==> src/design/tcrd_pkg.sv <==
// Shared types, constants and helper functions of the text cell RLE decoder.
// Used by every module of the block; depends on nothing else.
`timescale 1ns / 1ps
`default_nettype none

package tcrd_pkg;

  // Screen geometry
  localparam int SCREEN_COLS = 80;
  localparam int SCREEN_ROWS = 25;
  localparam int ROW_LIMIT   = 25;  // most rows one image can span

  // Field widths
  localparam int CELL_W  = 12;
  localparam int LEN_W   = 7;
  localparam int COUNT_W = 16;
  localparam int ROWS_W  = 5;
  localparam int COL_W   = 7;
  localparam int BYTE_W  = 8;
  localparam int OUT_DATA_W = 40;  // 35 payload bits rounded up to bytes

  // Clamp limits of the window size
  localparam int MAX_WIDTH  = (SCREEN_COLS < 127) ? SCREEN_COLS : 127;
  localparam int MAX_HEIGHT = (SCREEN_ROWS < ROW_LIMIT) ? SCREEN_ROWS : ROW_LIMIT;

  // Default depth of the command queue between parser and filler
  localparam int QUEUE_DEPTH_DEF = 4;

  // Register reset values
  localparam logic [COL_W-1:0]  WIN_COL_RST    = '0;
  localparam logic [ROWS_W-1:0] WIN_ROW_RST    = '0;
  localparam logic [COL_W-1:0]  WIN_WIDTH_RST  = 7'd80;
  localparam logic [ROWS_W-1:0] WIN_HEIGHT_RST = 5'd25;

  // Special code bytes
  localparam logic [BYTE_W-1:0] CODE_STRING = 8'h00;
  localparam logic [BYTE_W-1:0] CODE_RUN    = 8'hff;

  // Configuration register indexes
  typedef enum logic [1:0] {
    CFG_WIN_COL    = 2'd0,
    CFG_WIN_ROW    = 2'd1,
    CFG_WIN_WIDTH  = 2'd2,
    CFG_WIN_HEIGHT = 2'd3
  } cfg_reg_t;

  // Parser phases
  typedef enum logic [2:0] {
    PH_CODE      = 3'd0,
    PH_STR_CHAR  = 3'd1,
    PH_STR_ATTR  = 3'd2,
    PH_RUN_CHAR  = 3'd3,
    PH_RUN_ATTR  = 3'd4,
    PH_RUN_HI    = 3'd5,
    PH_RUN_LO    = 3'd6,
    PH_PAIR_ATTR = 3'd7
  } phase_t;

  // Window registers
  typedef struct packed {
    logic [COL_W-1:0]  col;
    logic [ROWS_W-1:0] row;
    logic [COL_W-1:0]  width;
    logic [ROWS_W-1:0] height;
  } win_cfg_t;

  // Command handed from parser to filler
  typedef struct packed {
    logic               restart;  // reload window start before the fill
    logic               fill;     // count/chr/attr are meaningful
    logic [COUNT_W-1:0] count;    // nonzero when fill is set
    logic [BYTE_W-1:0]  chr;
    logic [BYTE_W-1:0]  attr;
  } fill_cmd_t;

  // Window width with zero and oversize values clamped
  function automatic logic [COL_W-1:0] eff_width(input logic [COL_W-1:0] w);
    logic [COL_W-1:0] r;
    r = w;
    if (w == '0) r = COL_W'(1);
    else if (int'(w) > MAX_WIDTH) r = COL_W'(MAX_WIDTH);
    return r;
  endfunction

  // Window height with zero and oversize values clamped
  function automatic logic [ROWS_W-1:0] eff_height(input logic [ROWS_W-1:0] h);
    logic [ROWS_W-1:0] r;
    r = h;
    if (h == '0) r = ROWS_W'(1);
    else if (int'(h) > MAX_HEIGHT) r = ROWS_W'(MAX_HEIGHT);
    return r;
  endfunction

  // Top-left cell of the window, modulo 4096
  function automatic logic [CELL_W-1:0] win_origin(input logic [COL_W-1:0] col,
                                                   input logic [ROWS_W-1:0] row);
    logic [CELL_W+1:0] sum;
    sum = (CELL_W+2)'(row) * (CELL_W+2)'(SCREEN_COLS) + (CELL_W+2)'(col);
    return sum[CELL_W-1:0];
  endfunction

endpackage

`default_nettype wire

==> src/design/text_cell_rle_decoder.sv <==
// Text cell run-length decoder, top level: window registers, parser, queue
// and filler. Depends on tcrd_pkg, tcrd_parser, tcrd_fifo and tcrd_filler.
//
// Usage:
//   in_*  : one coded byte per request (tdata) with a restart flag (tuser).
//   out_* : one fill segment per request: start cell, length, character and
//           attribute in tdata; tlast marks the final segment of a byte,
//           tuser marks the segment that fills the last window cell.
//   cfg_* : window register writes (column, row, width, height), taken
//           every cycle; write only while the decoder is idle.
// Throughput: the parser takes one byte per cycle while the command queue
//   has room. The filler loads each fill from the queue and then emits its
//   row segments in order; it loads no new fill until it has emitted the last.
// Path: a byte that fills cells is written to the command queue, loaded into
//   the filler and then registered in the segment output register.
// Reset: window registers return to full screen and decoding restarts at its
//   top-left cell. When out_tready is low, the held segment stays put, the
//   filler stops and the queue fills until in_tready drops.
`timescale 1ns / 1ps
`default_nettype none

module text_cell_rle_decoder #(
  parameter int QUEUE_DEPTH = tcrd_pkg::QUEUE_DEPTH_DEF
) (
  input  wire logic        clk,
  input  wire logic        rst_n,
  // input byte stream
  input  wire logic        in_tvalid,
  output logic             in_tready,
  input  wire logic [7:0]  in_tdata,   // [7:0] data_byte
  input  wire logic        in_tuser,   // [0] first_byte
  // segment stream
  output logic             out_tvalid,
  input  wire logic        out_tready,
  output logic [39:0]      out_tdata,  // [11:0] cell_index, [18:12] seg_length,
                                       // [26:19] cell_char, [34:27] cell_attr
  output logic             out_tlast,  // last_of_run
  output logic             out_tuser,  // [0] image_done
  // register writes
  input  wire logic        cfg_valid,
  output logic             cfg_ready,
  input  wire logic [1:0]  cfg_index,
  input  wire logic [6:0]  cfg_data
);
  import tcrd_pkg::*;

  win_cfg_t    cfg_r, cfg_nxt;
  logic        q_full;
  logic        q_push;
  fill_cmd_t   q_wr;
  logic        q_pop;
  logic        q_valid;
  fill_cmd_t   q_rd;
  logic [CELL_W-1:0] seg_cell;
  logic [LEN_W-1:0]  seg_len;
  logic [BYTE_W-1:0] seg_chr;
  logic [BYTE_W-1:0] seg_attr;

  assign cfg_ready = 1'b1;

  // Window register writes
  always_comb begin
    cfg_nxt = cfg_r;
    if (cfg_valid) begin
      case (cfg_reg_t'(cfg_index))
        CFG_WIN_COL:    cfg_nxt.col    = cfg_data;
        CFG_WIN_ROW:    cfg_nxt.row    = cfg_data[ROWS_W-1:0];
        CFG_WIN_WIDTH:  cfg_nxt.width  = cfg_data;
        CFG_WIN_HEIGHT: cfg_nxt.height = cfg_data[ROWS_W-1:0];
        default:        cfg_nxt = cfg_r;
      endcase
    end
  end

  always_ff @(posedge clk) begin
    if (!rst_n) begin
      cfg_r.col    <= WIN_COL_RST;
      cfg_r.row    <= WIN_ROW_RST;
      cfg_r.width  <= WIN_WIDTH_RST;
      cfg_r.height <= WIN_HEIGHT_RST;
    end else begin
      cfg_r <= cfg_nxt;
    end
  end

  tcrd_parser u_parser (
    .clk      (clk),
    .rst_n    (rst_n),
    .in_valid (in_tvalid),
    .in_byte  (in_tdata),
    .in_first (in_tuser),
    .in_ready (in_tready),
    .q_full   (q_full),
    .q_push   (q_push),
    .q_cmd    (q_wr)
  );

  tcrd_fifo #(
    .DEPTH (QUEUE_DEPTH)
  ) u_fifo (
    .clk      (clk),
    .rst_n    (rst_n),
    .push     (q_push),
    .wr_data  (q_wr),
    .full     (q_full),
    .pop      (q_pop),
    .rd_valid (q_valid),
    .rd_data  (q_rd)
  );

  tcrd_filler u_filler (
    .clk       (clk),
    .rst_n     (rst_n),
    .cfg       (cfg_r),
    .cmd_valid (q_valid),
    .cmd       (q_rd),
    .cmd_pop   (q_pop),
    .out_valid (out_tvalid),
    .out_ready (out_tready),
    .out_cell  (seg_cell),
    .out_len   (seg_len),
    .out_chr   (seg_chr),
    .out_attr  (seg_attr),
    .out_last  (out_tlast),
    .out_done  (out_tuser)
  );

  assign out_tdata = {5'b0, seg_attr, seg_chr, seg_len, seg_cell};

endmodule

`default_nettype wire

==> src/design/tcrd_parser.sv <==
// Front end of the text cell RLE decoder: parses code bytes into fill commands.
// Depends on tcrd_pkg.
`timescale 1ns / 1ps
`default_nettype none

module tcrd_parser (
  input  wire logic                   clk,
  input  wire logic                   rst_n,
  input  wire logic                   in_valid,
  input  wire logic [7:0]             in_byte,
  input  wire logic                   in_first,
  output logic                        in_ready,
  input  wire logic                   q_full,
  output logic                        q_push,
  output tcrd_pkg::fill_cmd_t         q_cmd
);
  import tcrd_pkg::*;

  phase_t            phase_r, phase_nxt, phase_cur;
  logic              sm_r, sm_nxt, sm_cur;
  logic [BYTE_W-1:0] hchar_r, hchar_nxt, hchar_cur;
  logic [BYTE_W-1:0] hattr_r, hattr_nxt, hattr_cur;
  logic [BYTE_W-1:0] chi_r, chi_nxt, chi_cur;
  logic              fire;
  logic              fill;
  logic [COUNT_W-1:0] count;

  assign in_ready = !q_full;
  assign fire     = in_valid && in_ready;

  // A first byte parses from the restart state
  always_comb begin
    phase_cur = in_first ? PH_CODE : phase_r;
    sm_cur    = in_first ? 1'b0 : sm_r;
    hchar_cur = in_first ? '0 : hchar_r;
    hattr_cur = in_first ? '0 : hattr_r;
    chi_cur   = in_first ? '0 : chi_r;
  end

  // Next phase
  always_comb begin
    phase_nxt = phase_r;
    if (fire) begin
      case (phase_cur)
        PH_CODE: begin
          if (in_byte == CODE_STRING) phase_nxt = sm_cur ? PH_CODE : PH_STR_CHAR;
          else if (in_byte == CODE_RUN) phase_nxt = PH_RUN_CHAR;
          else phase_nxt = sm_cur ? PH_CODE : PH_PAIR_ATTR;
        end
        PH_STR_CHAR:  phase_nxt = PH_STR_ATTR;
        PH_STR_ATTR:  phase_nxt = PH_CODE;
        PH_PAIR_ATTR: phase_nxt = PH_CODE;
        PH_RUN_CHAR:  phase_nxt = PH_RUN_ATTR;
        PH_RUN_ATTR:  phase_nxt = PH_RUN_HI;
        PH_RUN_HI:    phase_nxt = PH_RUN_LO;
        PH_RUN_LO:    phase_nxt = PH_CODE;
        default:      phase_nxt = PH_CODE;
      endcase
    end
  end

  // Held values and command output
  always_comb begin
    sm_nxt    = sm_r;
    hchar_nxt = hchar_r;
    hattr_nxt = hattr_r;
    chi_nxt   = chi_r;
    fill      = 1'b0;
    count     = COUNT_W'(1);
    if (fire) begin
      sm_nxt    = sm_cur;
      hchar_nxt = hchar_cur;
      hattr_nxt = hattr_cur;
      chi_nxt   = chi_cur;
      case (phase_cur)
        PH_CODE: begin
          if (in_byte == CODE_STRING) begin
            sm_nxt = !sm_cur;
          end else if (in_byte != CODE_RUN) begin
            hchar_nxt = in_byte;
            fill      = sm_cur;  // string char uses the held attribute
          end
        end
        PH_STR_CHAR, PH_RUN_CHAR: hchar_nxt = in_byte;
        PH_RUN_ATTR: hattr_nxt = in_byte;
        PH_STR_ATTR, PH_PAIR_ATTR: begin
          hattr_nxt = in_byte;
          fill      = 1'b1;
        end
        PH_RUN_HI: chi_nxt = in_byte;
        PH_RUN_LO: begin
          count = {chi_cur, in_byte};
          fill  = (count != '0);  // empty run emits nothing
        end
        default: fill = 1'b0;
      endcase
    end
  end

  assign q_push        = fire && (in_first || fill);
  assign q_cmd.restart = in_first;
  assign q_cmd.fill    = fill;
  assign q_cmd.count   = count;
  assign q_cmd.chr     = hchar_nxt;
  assign q_cmd.attr    = hattr_nxt;

  always_ff @(posedge clk) begin
    if (!rst_n) begin
      phase_r <= PH_CODE;
      sm_r    <= 1'b0;
      hchar_r <= '0;
      hattr_r <= '0;
      chi_r   <= '0;
    end else begin
      phase_r <= phase_nxt;
      sm_r    <= sm_nxt;
      hchar_r <= hchar_nxt;
      hattr_r <= hattr_nxt;
      chi_r   <= chi_nxt;
    end
  end

endmodule

`default_nettype wire

==> src/design/tcrd_fifo.sv <==
// Command queue between parser and filler of the text cell RLE decoder.
// Depends on tcrd_pkg for the command type.
`timescale 1ns / 1ps
`default_nettype none

module tcrd_fifo #(
  parameter int DEPTH = tcrd_pkg::QUEUE_DEPTH_DEF
) (
  input  wire logic                clk,
  input  wire logic                rst_n,
  input  wire logic                push,
  input  wire tcrd_pkg::fill_cmd_t wr_data,
  output logic                     full,
  input  wire logic                pop,
  output logic                     rd_valid,
  output tcrd_pkg::fill_cmd_t      rd_data
);
  import tcrd_pkg::*;

  localparam int PTR_W = (DEPTH > 1) ? $clog2(DEPTH) : 1;
  localparam int CNT_W = $clog2(DEPTH + 1);

  fill_cmd_t         mem [DEPTH];
  logic [PTR_W-1:0]  wr_ptr_r, wr_ptr_nxt;
  logic [PTR_W-1:0]  rd_ptr_r, rd_ptr_nxt;
  logic [CNT_W-1:0]  count_r, count_nxt;

  assign full     = (count_r == CNT_W'(DEPTH));
  assign rd_valid = (count_r != '0);
  assign rd_data  = mem[rd_ptr_r];

  // Pointer and fill count update
  always_comb begin
    wr_ptr_nxt = wr_ptr_r;
    rd_ptr_nxt = rd_ptr_r;
    count_nxt  = count_r;
    if (push) wr_ptr_nxt = (wr_ptr_r == PTR_W'(DEPTH - 1)) ? '0 : wr_ptr_r + 1'b1;
    if (pop)  rd_ptr_nxt = (rd_ptr_r == PTR_W'(DEPTH - 1)) ? '0 : rd_ptr_r + 1'b1;
    if (push && !pop) count_nxt = count_r + 1'b1;
    else if (pop && !push) count_nxt = count_r - 1'b1;
  end

  always_ff @(posedge clk) begin
    if (push) mem[wr_ptr_r] <= wr_data;
  end

  always_ff @(posedge clk) begin
    if (!rst_n) begin
      wr_ptr_r <= '0;
      rd_ptr_r <= '0;
      count_r  <= '0;
    end else begin
      wr_ptr_r <= wr_ptr_nxt;
      rd_ptr_r <= rd_ptr_nxt;
      count_r  <= count_nxt;
    end
  end

`ifndef SYNTHESIS
  a_no_overflow: assert property (@(posedge clk) disable iff (!rst_n)
    push |-> (!full || pop)) else $error("queue written while full");
  a_no_underflow: assert property (@(posedge clk) disable iff (!rst_n)
    pop |-> rd_valid) else $error("queue read while empty");
  a_count_up: assert property (@(posedge clk) disable iff (!rst_n)
    (push && !pop) |=> (count_r == $past(count_r) + 1'b1))
    else $error("queue count did not grow on write");
`endif

endmodule

`default_nettype wire

==> src/design/tcrd_filler.sv <==
// Back end of the text cell RLE decoder: walks the window cursor and splits
// fills into row segments. Depends on tcrd_pkg.
`timescale 1ns / 1ps
`default_nettype none

module tcrd_filler (
  input  wire logic                  clk,
  input  wire logic                  rst_n,
  input  wire tcrd_pkg::win_cfg_t    cfg,
  input  wire logic                  cmd_valid,
  input  wire tcrd_pkg::fill_cmd_t   cmd,
  output logic                       cmd_pop,
  output logic                       out_valid,
  input  wire logic                  out_ready,
  output logic [11:0]                out_cell,
  output logic [6:0]                 out_len,
  output logic [7:0]                 out_chr,
  output logic [7:0]                 out_attr,
  output logic                       out_last,
  output logic                       out_done
);
  import tcrd_pkg::*;

  logic               busy_r, busy_nxt;
  logic               fin_r, fin_nxt;
  logic [COUNT_W-1:0] n_r, n_nxt;
  logic [BYTE_W-1:0]  chr_r, chr_nxt;
  logic [BYTE_W-1:0]  attr_r, attr_nxt;
  logic [COL_W-1:0]   cells_r, cells_nxt;
  logic [ROWS_W-1:0]  rows_r, rows_nxt;
  logic [CELL_W-1:0]  cursor_r, cursor_nxt;

  logic               ovalid_r, ovalid_nxt;
  logic [CELL_W-1:0]  ocell_r, ocell_nxt;
  logic [LEN_W-1:0]   olen_r, olen_nxt;
  logic [BYTE_W-1:0]  ochr_r, ochr_nxt;
  logic [BYTE_W-1:0]  oattr_r, oattr_nxt;
  logic               olast_r, olast_nxt;
  logic               odone_r, odone_nxt;

  logic               emit;
  logic [LEN_W-1:0]   seg;
  logic [COL_W-1:0]   cells_after;
  logic               row_end;
  logic               done;
  logic               last;
  logic [CELL_W-1:0]  cursor_step;
  logic [COL_W-1:0]   w_eff;

  // Current segment: up to the end of the window row
  always_comb begin
    w_eff       = eff_width(cfg.width);
    seg         = (n_r < COUNT_W'(cells_r)) ? n_r[LEN_W-1:0] : cells_r;
    cells_after = cells_r - seg;
    row_end     = (cells_after == '0);
    done        = row_end && (rows_r <= ROWS_W'(1));
    last        = (n_r == COUNT_W'(seg)) || done;
    cursor_step = cursor_r + CELL_W'(seg);
    emit        = busy_r && (!ovalid_r || out_ready);
    cmd_pop     = cmd_valid && !busy_r;
  end

  // Next state of cursor, command and output register
  always_comb begin
    busy_nxt   = busy_r;
    fin_nxt    = fin_r;
    n_nxt      = n_r;
    chr_nxt    = chr_r;
    attr_nxt   = attr_r;
    cells_nxt  = cells_r;
    rows_nxt   = rows_r;
    cursor_nxt = cursor_r;
    ovalid_nxt = ovalid_r && !out_ready;
    ocell_nxt  = ocell_r;
    olen_nxt   = olen_r;
    ochr_nxt   = ochr_r;
    oattr_nxt  = oattr_r;
    olast_nxt  = olast_r;
    odone_nxt  = odone_r;
    if (cmd_pop) begin
      n_nxt    = cmd.count;
      chr_nxt  = cmd.chr;
      attr_nxt = cmd.attr;
      busy_nxt = cmd.fill && (cmd.restart || !fin_r);
      if (cmd.restart) begin
        fin_nxt    = 1'b0;
        cells_nxt  = w_eff;
        rows_nxt   = eff_height(cfg.height);
        cursor_nxt = win_origin(cfg.col, cfg.row);
      end
    end else if (emit) begin
      ovalid_nxt = 1'b1;
      ocell_nxt  = cursor_r;
      olen_nxt   = seg;
      ochr_nxt   = chr_r;
      oattr_nxt  = attr_r;
      olast_nxt  = last;
      odone_nxt  = done;
      n_nxt      = n_r - COUNT_W'(seg);
      busy_nxt   = !last;
      cells_nxt  = cells_after;
      cursor_nxt = cursor_step;
      if (row_end) begin
        rows_nxt = rows_r - 1'b1;
        if (done) begin
          fin_nxt = 1'b1;
        end else begin
          // wrap to the next window row
          cells_nxt  = w_eff;
          cursor_nxt = cursor_step + CELL_W'(SCREEN_COLS) - CELL_W'(w_eff);
        end
      end
    end
  end

  always_ff @(posedge clk) begin
    if (!rst_n) begin
      busy_r   <= 1'b0;
      fin_r    <= 1'b0;
      cells_r  <= eff_width(WIN_WIDTH_RST);
      rows_r   <= eff_height(WIN_HEIGHT_RST);
      cursor_r <= win_origin(WIN_COL_RST, WIN_ROW_RST);
      ovalid_r <= 1'b0;
    end else begin
      busy_r   <= busy_nxt;
      fin_r    <= fin_nxt;
      cells_r  <= cells_nxt;
      rows_r   <= rows_nxt;
      cursor_r <= cursor_nxt;
      ovalid_r <= ovalid_nxt;
    end
  end

  // Payload registers
  always_ff @(posedge clk) begin
    n_r     <= n_nxt;
    chr_r   <= chr_nxt;
    attr_r  <= attr_nxt;
    ocell_r <= ocell_nxt;
    olen_r  <= olen_nxt;
    ochr_r  <= ochr_nxt;
    oattr_r <= oattr_nxt;
    olast_r <= olast_nxt;
    odone_r <= odone_nxt;
  end

  assign out_valid = ovalid_r;
  assign out_cell  = ocell_r;
  assign out_len   = olen_r;
  assign out_chr   = ochr_r;
  assign out_attr  = oattr_r;
  assign out_last  = olast_r;
  assign out_done  = odone_r;

`ifndef SYNTHESIS
  a_busy_not_fin: assert property (@(posedge clk) disable iff (!rst_n)
    busy_r |-> !fin_r) else $error("filling after window full");
  a_room_left: assert property (@(posedge clk) disable iff (!rst_n)
    !fin_r |-> (cells_r != '0 && rows_r != '0))
    else $error("window counters empty while not finished");
  a_done_stops: assert property (@(posedge clk) disable iff (!rst_n)
    (emit && done) |=> (fin_r && !busy_r && out_done && out_last))
    else $error("last window cell did not end the image");
`endif

endmodule

`default_nettype wire
==> config.mk <==
export PLATFORM = sky130hd
export DESIGN_NAME = text_cell_rle_decoder
export DESIGN_NICKNAME = d
export VERILOG_FILES = /design/src/design/tcrd_pkg.sv /design/src/design/text_cell_rle_decoder.sv /design/src/design/tcrd_parser.sv /design/src/design/tcrd_fifo.sv /design/src/design/tcrd_filler.sv
export SDC_FILE = /design/constraint.sdc
export NUM_CORES = 1
export LEC_CHECK = 0
export ABC_CLOCK_PERIOD_IN_PS = 6500
export BUFFER_PORTS_ARGS = -buffer_cell sky130_fd_sc_hd__buf_2
export CAP_MARGIN = 10
export CORE_MARGIN = 3
export CORE_UTILIZATION = 42
export CTS_CLUSTER_DIAMETER = 150
export DETAILED_ROUTE_END_ITERATION = 8
export SETUP_SLACK_MARGIN = 0.1
export SLEW_MARGIN = 40
export SYNTH_ARGS = -nofsm -noshare
export SYNTH_HDL_FRONTEND = slang
export SYNTH_HIERARCHICAL = 1
export SYNTH_SLANG_ARGS = --single-unit
==> constraint.sdc <==
create_clock -name clk -period 6.5 [get_ports clk]
set_clock_uncertainty 0.2 [all_clocks]
set_input_delay 1.3 -clock clk [delete_from_list [all_inputs] [get_ports clk]]
set_output_delay 1.3 -clock clk [all_outputs]
set_load 0.05 [all_outputs]
==> impl_metrics.yaml, run 1 <==
detailed_routing:
  drc_errors: 0
  wl_um: 30000
  drt_iter0_drc: 410
  wl_per_cell_um: 18.1
  drt_first_pass_iters: 5
  final_antenna_net_count: 0
  via_per_inst: 5.31
  vias: 8799
placement:
  io_buffer_count: 61
  gp_congestion: 0.822
  hpwlAfterDp_um: 20100
  dpl-instance-area_um2: 14700
  post-place-ws_ns: 0.705
cells_and_area:
  design_area_um2: 15700
  drive_gt1_share_pct: 14.4
  final_nets: 1278
  final_common_cell: "edfxtp_1"
  mostFrequentLayoutCells: "205 x edfxtp_1, 110 x nand2_1, 87 x dfxtp_1"
  antennaDiodeCount: 0
  area_growth_syn_to_layout_pct: 11.8
clock_network:
  cts_buffer_depth: 3
  htreeDepth: 1
  cts_sinks: 293
  cts_hold_buf: 0
  cts_resized: 0
  path_clk_slew_ns: 0.06
  cts_tree: "yes"
  numCtsBuffers: 31
  clock-root-buffer: "clkbuf_16"
  postCtsSetupBuffers: 0
  clk-insertion-delay-late_ns: 0.58
floorplan:
  core_area_um2: 32700
  die-area_um2: 35700
  initial_core_util_pct: 42.9
  die_w_um: 189
  fp-row-count: 66
  io_pins: 68
  chipHeight_um: 189
yosys:
  ys_types: 78
  synth_seq_cells: 293
  avgSynthCellArea_um2: 12.4
  syn_area_um2: 14000
  ys_async_sr_fraction_pct: 0
  yosys_warnings: 6
  synth_edf_count: 205
  seq_area_frac_synth_pct: 56.4
  ys.flop_type: "edfxtp_1"
  synth_cells: 1131
power:
  p_per_area_nw_per_um2: 484
  p_leak_uw: 0.00594
  ir_drop_uv: 343
  intPower_uw: 4690
  clockPowerShare_pct: 22.5
  comb_power_share_pct: 42.5
  seq_power_share_pct: 34.9
  p_switching_uw: 2910
  p_sw_share_pct: 38.3
sta:
  tightest_slew_ns: 0.812
  layout_setup_ws_ns: 0.621
  hold_ws_ns: 0.219
  finalHoldViolCount: 0
  period_share_pct: 90.5
  grt_setup_unrepaired: "no"
  slew_headroom_pct: 45.7
  finalMaxSlewViolations: 0
  report.final.setup_viol: 0
  fmax_mhz: 170
  fin_crit_ns: 5.88
  fin_setup_tns_ns: 0
flow_run:
  cap_violations: 0
setup_path:
  required_ns: 6.81
  worstSetupEndpointType: "flop"
  path_class: "flop to flop"
  startpoint_type: "flop"
  arrival_ns: 6.19
  cp_max_fo: 8
grt:
  grt_max_degree: 78
  antenna_found_initial: 0
  overflow: 0
  grt_pass1_vias: 8765
  grt.total_usage_pct: 16.9
  grt_pass1_wl_um: 48200
status:
  status: "finished clean"
worst_hold_path:
  hold_path_class: "flop to flop"
[flip-flops by register name (all words and copies together) (netlist names), 3 cells and up, named ones only]
signal and count:
u_parser/phase_r 3, u_filler/rows_r 5, u_filler/cells_r 7, u_filler/out_cell 12
u_filler/n_r 16, u_parser/hattr_r 8, u_filler/out_chr 8, u_parser/chi_r 8
u_fifo/count_r 3, u_parser/hchar_r 8, u_filler/chr_r 8, u_filler/out_len 7
u_fifo/mem 136, u_filler/attr_r 8, u_filler/out_attr 8, u_filler/cursor_r 12
cfg_r 24
[layer usage]
metal,share of wire [%],vias to the layer above,GRT usage [%]
met5,0,-,0
met4,2.1,0,4.04
met3,3.8,45,2.66
met2,49,147,29.4
met1,45,4338,22.2
li1,-,4269,-
[synth_stat cells (8+ instances only)]
cell | instances | share of area (%)
a21boi_0 | 8 | 0.43
a21o_1 | 12 | 0.64
a21oi_1 | 46 | 1.6
a22oi_1 | 8 | 0.43
and2_1 | 35 | 1.6
buf_4 | 9 | 0.48
clkbuf_1 | 25 | 0.67
dfxtp_1 | 88 | 13
edfxtp_1 | 205 | 44
ha_1 | 58 | 5.2
inv_1 | 73 | 2.0
mux2i_1 | 44 | 3.1
mux4_2 | 30 | 4.8
nand2_1 | 111 | 3.0
nand2b_1 | 10 | 0.45
nand3_1 | 9 | 0.32
nor2_1 | 50 | 1.3
nor2b_1 | 29 | 1.3
nor3_1 | 21 | 0.75
nor4_1 | 10 | 0.45
o211ai_1 | 9 | 0.48
o21a_1 | 8 | 0.43
o21ai_0 | 46 | 1.6
xnor2_1 | 31 | 1.9
xor2_1 | 9 | 0.56
[power groups by stage]
stage | Sequential, uW | Clock [uW] | Combinational [uW]
global placement | 2690 | 0 | 3210
detailed placement | 2690 | 0 | 3230
global route | 2700 | 1840 | 3600
finish | 2650 | 1710 | 3230
floorplan | 2860 | 0 | 2330
CTS | 2660 | 1770 | 3250
[metrics by stage]
step	utilization, %	power (uW)	std cells
after global routing	48.0	8140	1657
after floorplan	-	5190	1135
after detailed placement	44.9	5920	1599
final	48.0	7590	1657
after global placement	44.9	5900	1599
after CTS	48.0	7670	1657
[worst paths after layout]
| kind | startpoint | endpoint | slack, ns | cells after the start |
|---|---|---|---|---|
| worst max-delay path | u_filler/n_r[2] | u_filler/cursor_r[10] | 0.62 | 23 |
| worst min-delay path | u_filler/chr_r[4] | u_filler/out_chr[4] | 0.22 | 0 |
| worst max register to register | u_filler/n_r[2] | u_filler/cursor_r[10] | 0.62 | 23 |
| worst min register to register | u_filler/chr_r[4] | u_filler/out_chr[4] | 0.22 | 0 |
[worst max-delay path, stage by stage (launching register included)]
cell      delay (ns)
edfxtp_1        0.42
ha_1            0.33
a21oi_1         0.13
o21ai_0         0.11
a21oi_1         0.31
nand2_1         0.33
mux2_2          0.38
inv_1           0.21
fa_1            0.26
nor2b_1         0.07
o31ai_1         0.50
nand2b_1        0.11
a21o_1          0.20
xnor2_1         0.14
ha_1            0.27
inv_1           0.04
ha_1            0.33
or2_2           0.29
a21oi_1         0.15
a21oi_1         0.08
o211a_1         0.18
or2_2           0.30
o311a_1         0.35
a21oi_1         0.13
[layout make-up]
| type | instances | area, um^2 |
|---|---|---|
| Fill cell | 2923 | 17000 |
| Sequential cell | 293 | 7920 |
| Multi-Input combinational cell | 719 | 5560 |
| Clock buffer | 53 | 943 |
| Tap cell | 442 | 553 |
| Timing Repair Buffer | 72 | 388 |
| Inverter | 73 | 277 |
| Clock inverter | 5 | 51.3 |
[cell families (layout without fill, tap and decap cells)]
family | count (synthesis) | count (layout) | share of synthesized area (%)
DFF | 293 | 293 | 56.4
other | 2 | 6 | 0.0535
xor gates and xnor gates | 40 | 40 | 2.50
buffers and inverters | 123 | 203 | 4.21
muxes | 85 | 85 | 9.26
AOI/OAI and AO/OA | 196 | 196 | 9.54
adders and majority gates | 65 | 65 | 6.17
and+or+nand+nor | 327 | 327 | 11.9
(Power assumes the default switching activity.)
==> run 2, diff against run 1 <==
ABC_AREA = 1   (was default)
CTS_BUF_LIST = sky130_fd_sc_hd__clkbuf_4   (was default)
==> run 2 against run 1 <==
Cell area grew 4.9%. Largest power group unchanged. Via count is 25% higher. Largest cell class unchanged. Routed wire length grew 14%. Register-to-register slack improved by 0.31 ns. Clock power hardly changed. Synthesized cell count is 39% higher. Critical path type unchanged. Flip-flop and latch count unchanged. Sequential power grew 4%. Area after synthesis is 5.9% higher. Sequential share of layout area fell by 2.3 points.
==> impl_metrics.yaml, run 2 <==
clock_network:
  cts_sinks: 293
  clk-insertion-delay-late_ns: 0.74
  cts_tree: "yes"
  htreeDepth: 3
  path_clk_slew_ns: 0.07
  cts_hold_buf: 0
  postCtsSetupBuffers: 0
  cts_buffer_depth: 3
  clock-root-buffer: "clkbuf_4"
  cts_resized: 0
  numCtsBuffers: 80
floorplan:
  die_w_um: 194
  initial_core_util_pct: 42.8
  chipHeight_um: 194
  io_pins: 68
  core_area_um2: 34700
  die-area_um2: 37700
  fp-row-count: 68
yosys:
  ys_async_sr_fraction_pct: 0
  ys_types: 51
  yosys-top-cells-area: "edfxtp_1 41%, dfxtp_1 12%, nand2_1 7.2%"
  synth_most_common_cell: "nand2_1"
  synth_cells: 1573
  synth_seq_cells: 293
  synth_common_cells: "287 x nand2_1, 205 x edfxtp_1, 174 x inv_1"
  synth_edf_count: 205
  synth.largest_area_cell: "edfxtp_1"
  ys.flop_type: "edfxtp_1"
  syn_area_um2: 14900
  yosys_warnings: 6
  avgSynthCellArea_um2: 9.45
  synth_top_area_share_pct: 41.4
  seq_area_frac_synth_pct: 53.3
placement:
  hpwlAfterDp_um: 22100
  dpl-instance-area_um2: 15400
  gp_congestion: 0.859
  dpl.cell_count: 2038
  io_buffer_count: 61
cells_and_area:
  drive_gt1_share_pct: 17.8
  final_cells: 2186
  final_nets: 1753
  regMostFlops: "u_fifo/mem"
  ff_latch_area_um2: 7920
  design_area_um2: 16500
  top_regs: "u_fifo/mem x136, cfg_r x24, u_filler/n_r x16"
  multi_input_area_um2: 5840
  mostFrequentLayoutCells: "286 x nand2_1, 205 x edfxtp_1, 168 x inv_1"
  post-route-util_pct: 47.4
  final_common_cell: "nand2_1"
  largest_reg_flops: 136
  fillers: 3304
  area_growth_syn_to_layout_pct: 10.7
setup_path:
  required_ns: 6.94
  arrival_ns: 6.01
  critPathSlowestCell: "o21ai_0"
  r2r_start: "u_filler/n_r[1]"
  rr_endpoint: "u_filler/cursor_r[11]"
  startpoint_type: "flop"
  crit_top_cell: "nand2_1"
  reg2reg_slack_ns: 0.93
  reg2reg_depth: 33
  cp_max_fo: 14
  path_class: "flop to flop"
  worstSetupEndpointType: "flop"
  cpPeakStageDelay_ns: 0.53
power:
  finalPower_uw: 7980
  p_per_area_nw_per_um2: 485
  ir_drop_uv: 271
  p_leak_uw: 0.00700
sta:
  finalMaxSlewViolations: 0
  finalHoldViolCount: 0
  grt_setup_unrepaired: "no"
  report.final.setup_viol: 0
  slew_headroom_pct: 48.4
  fmax_mhz: 180
  period_share_pct: 85.6
  fin_setup_tns_ns: 0
  tightest_slew_ns: 0.774
  fin_crit_ns: 5.57
grt:
  grt_max_degree: 69
  antenna_found_initial: 2
  gr-usage-met1_pct: 24.9
  grt.total_usage_pct: 18.1
  use_met3_pct: 4.43
  grt_pass1_vias: 10800
  grt_use_met2_pct: 28.9
  grt_pass1_wl_um: 55600
  grt-busiest-layer: "met2"
  overflow: 0
detailed_routing:
  via_per_inst: 5.03
  wl_per_cell_um: 15.6
  drc_errors: 0
  drt_first_pass_iters: 7
  final_antenna_net_count: 0
  wl_um: 34100
  vias: 11000
  drt_iter0_drc: 745
worst_hold_path:
  hold_path_class: "flop to flop"
  hold_end: "u_filler/out_attr[7]"
  worstHoldPathCells: 0
  worstHoldStart: "u_filler/attr_r[7]"
status:
  status: "finished clean"
flow_run:
  cap_violations: 0
==> run 2: cell count changes in the layout (fill, tap and decap cells not counted), sizes merged, moves of 20 or more <==
cell / delta
a21oi: +42
and2: -37
clkbuf: +54
clkinv: +27
inv: +114
mux2i: -44
mux4: -34
nand2: +200
nand3: +92
nor2: +146
nor2b: -28
o21ai: +85
o22ai: +33
xnor2: -20
==> run 2: power by group <==
group          internal (uW)  total [uW]  switching [uW]
Sequential              2540        2750             213
Combinational           1130        3550            2420
Clock                    895        1680             790
Total                   4560        7980            3420
==> run 2: worst max-delay path, delay by kind of cell, from the launching register on <==
family	cells	cell delay, ns
XOR/XNOR	1	0.21
buffers and inverters	5	0.32
adder cells (fa/ha/maj)	5	1.63
AO/OA/AOI/OAI	6	1.21
flip-flops	1	0.48
AND/OR/NAND/NOR	16	1.42
==> run 2: cells by family (layout without fill, tap and decap cells) <==
family                   Yosys count  after routing  synth area share, %
AND/OR/NAND/NOR                  649            649                 20.2
XOR/XNOR                          27             27                 1.59
other                              2             10               0.0505
adder cells (fa/ha/maj)           65             65                 5.82
buffers and inverters            248            398                 7.58
AO/OA/AOI/OAI                    289            289                 11.5
flip-flops                       293            293                 53.3
==> run 2: worst max-delay path by stage <==
| stage | slack [ns] | to | start |
|---|---|---|---|
| 2_1_floorplan | 1.63 | u_filler/cursor_r[11] | u_filler/n_r[5] |
| 6_report | 0.93 | u_filler/cursor_r[11] | u_filler/n_r[1] |
| 3_5_place_dp | 1.06 | u_filler/cursor_r[11] | u_filler/n_r[1] |
| 5_1_grt | 0.44 | u_filler/cursor_r[11] | u_filler/n_r[1] |
| 4_1_cts | 1.02 | u_filler/cursor_r[11] | u_filler/n_r[1] |
| 3_3_place_gp | 1.21 | u_filler/cursor_r[11] | u_filler/n_r[1] |
==> run 2: layer usage <==
metal	part of all wire [%]	wire length [um]	vias up
met5	0	0	-
met4	1.5	504	0
met3	5.4	1840	51
met2	45	15500	254
met1	48	16200	5139
li1	-	-	5555
==> run 2: layout make-up <==
cell class | instances | area share, %
Clock buffer | 107 | 4.88
Timing Repair Buffer | 68 | 2.17
Inverter | 186 | 4.36
Clock inverter | 37 | 1.45
Sequential cell | 293 | 48.1
Antenna cell | 4 | 0.0608
Multi-Input combinational cell | 1036 | 35.5
Tap cell | 455 | 3.46
==> run 2: metrics by stage <==
| stage | hold WS (ns) | setup WS [ns] |
|---|---|---|
| 2_1_floorplan | 0.200 | 1.63 |
| 3_3_place_gp | 0.205 | 1.21 |
| 3_5_place_dp | 0.206 | 1.06 |
| 4_1_cts | 0.218 | 1.02 |
| 5_1_grt | 0.224 | 0.439 |
| 6_report | 0.219 | 0.933 |
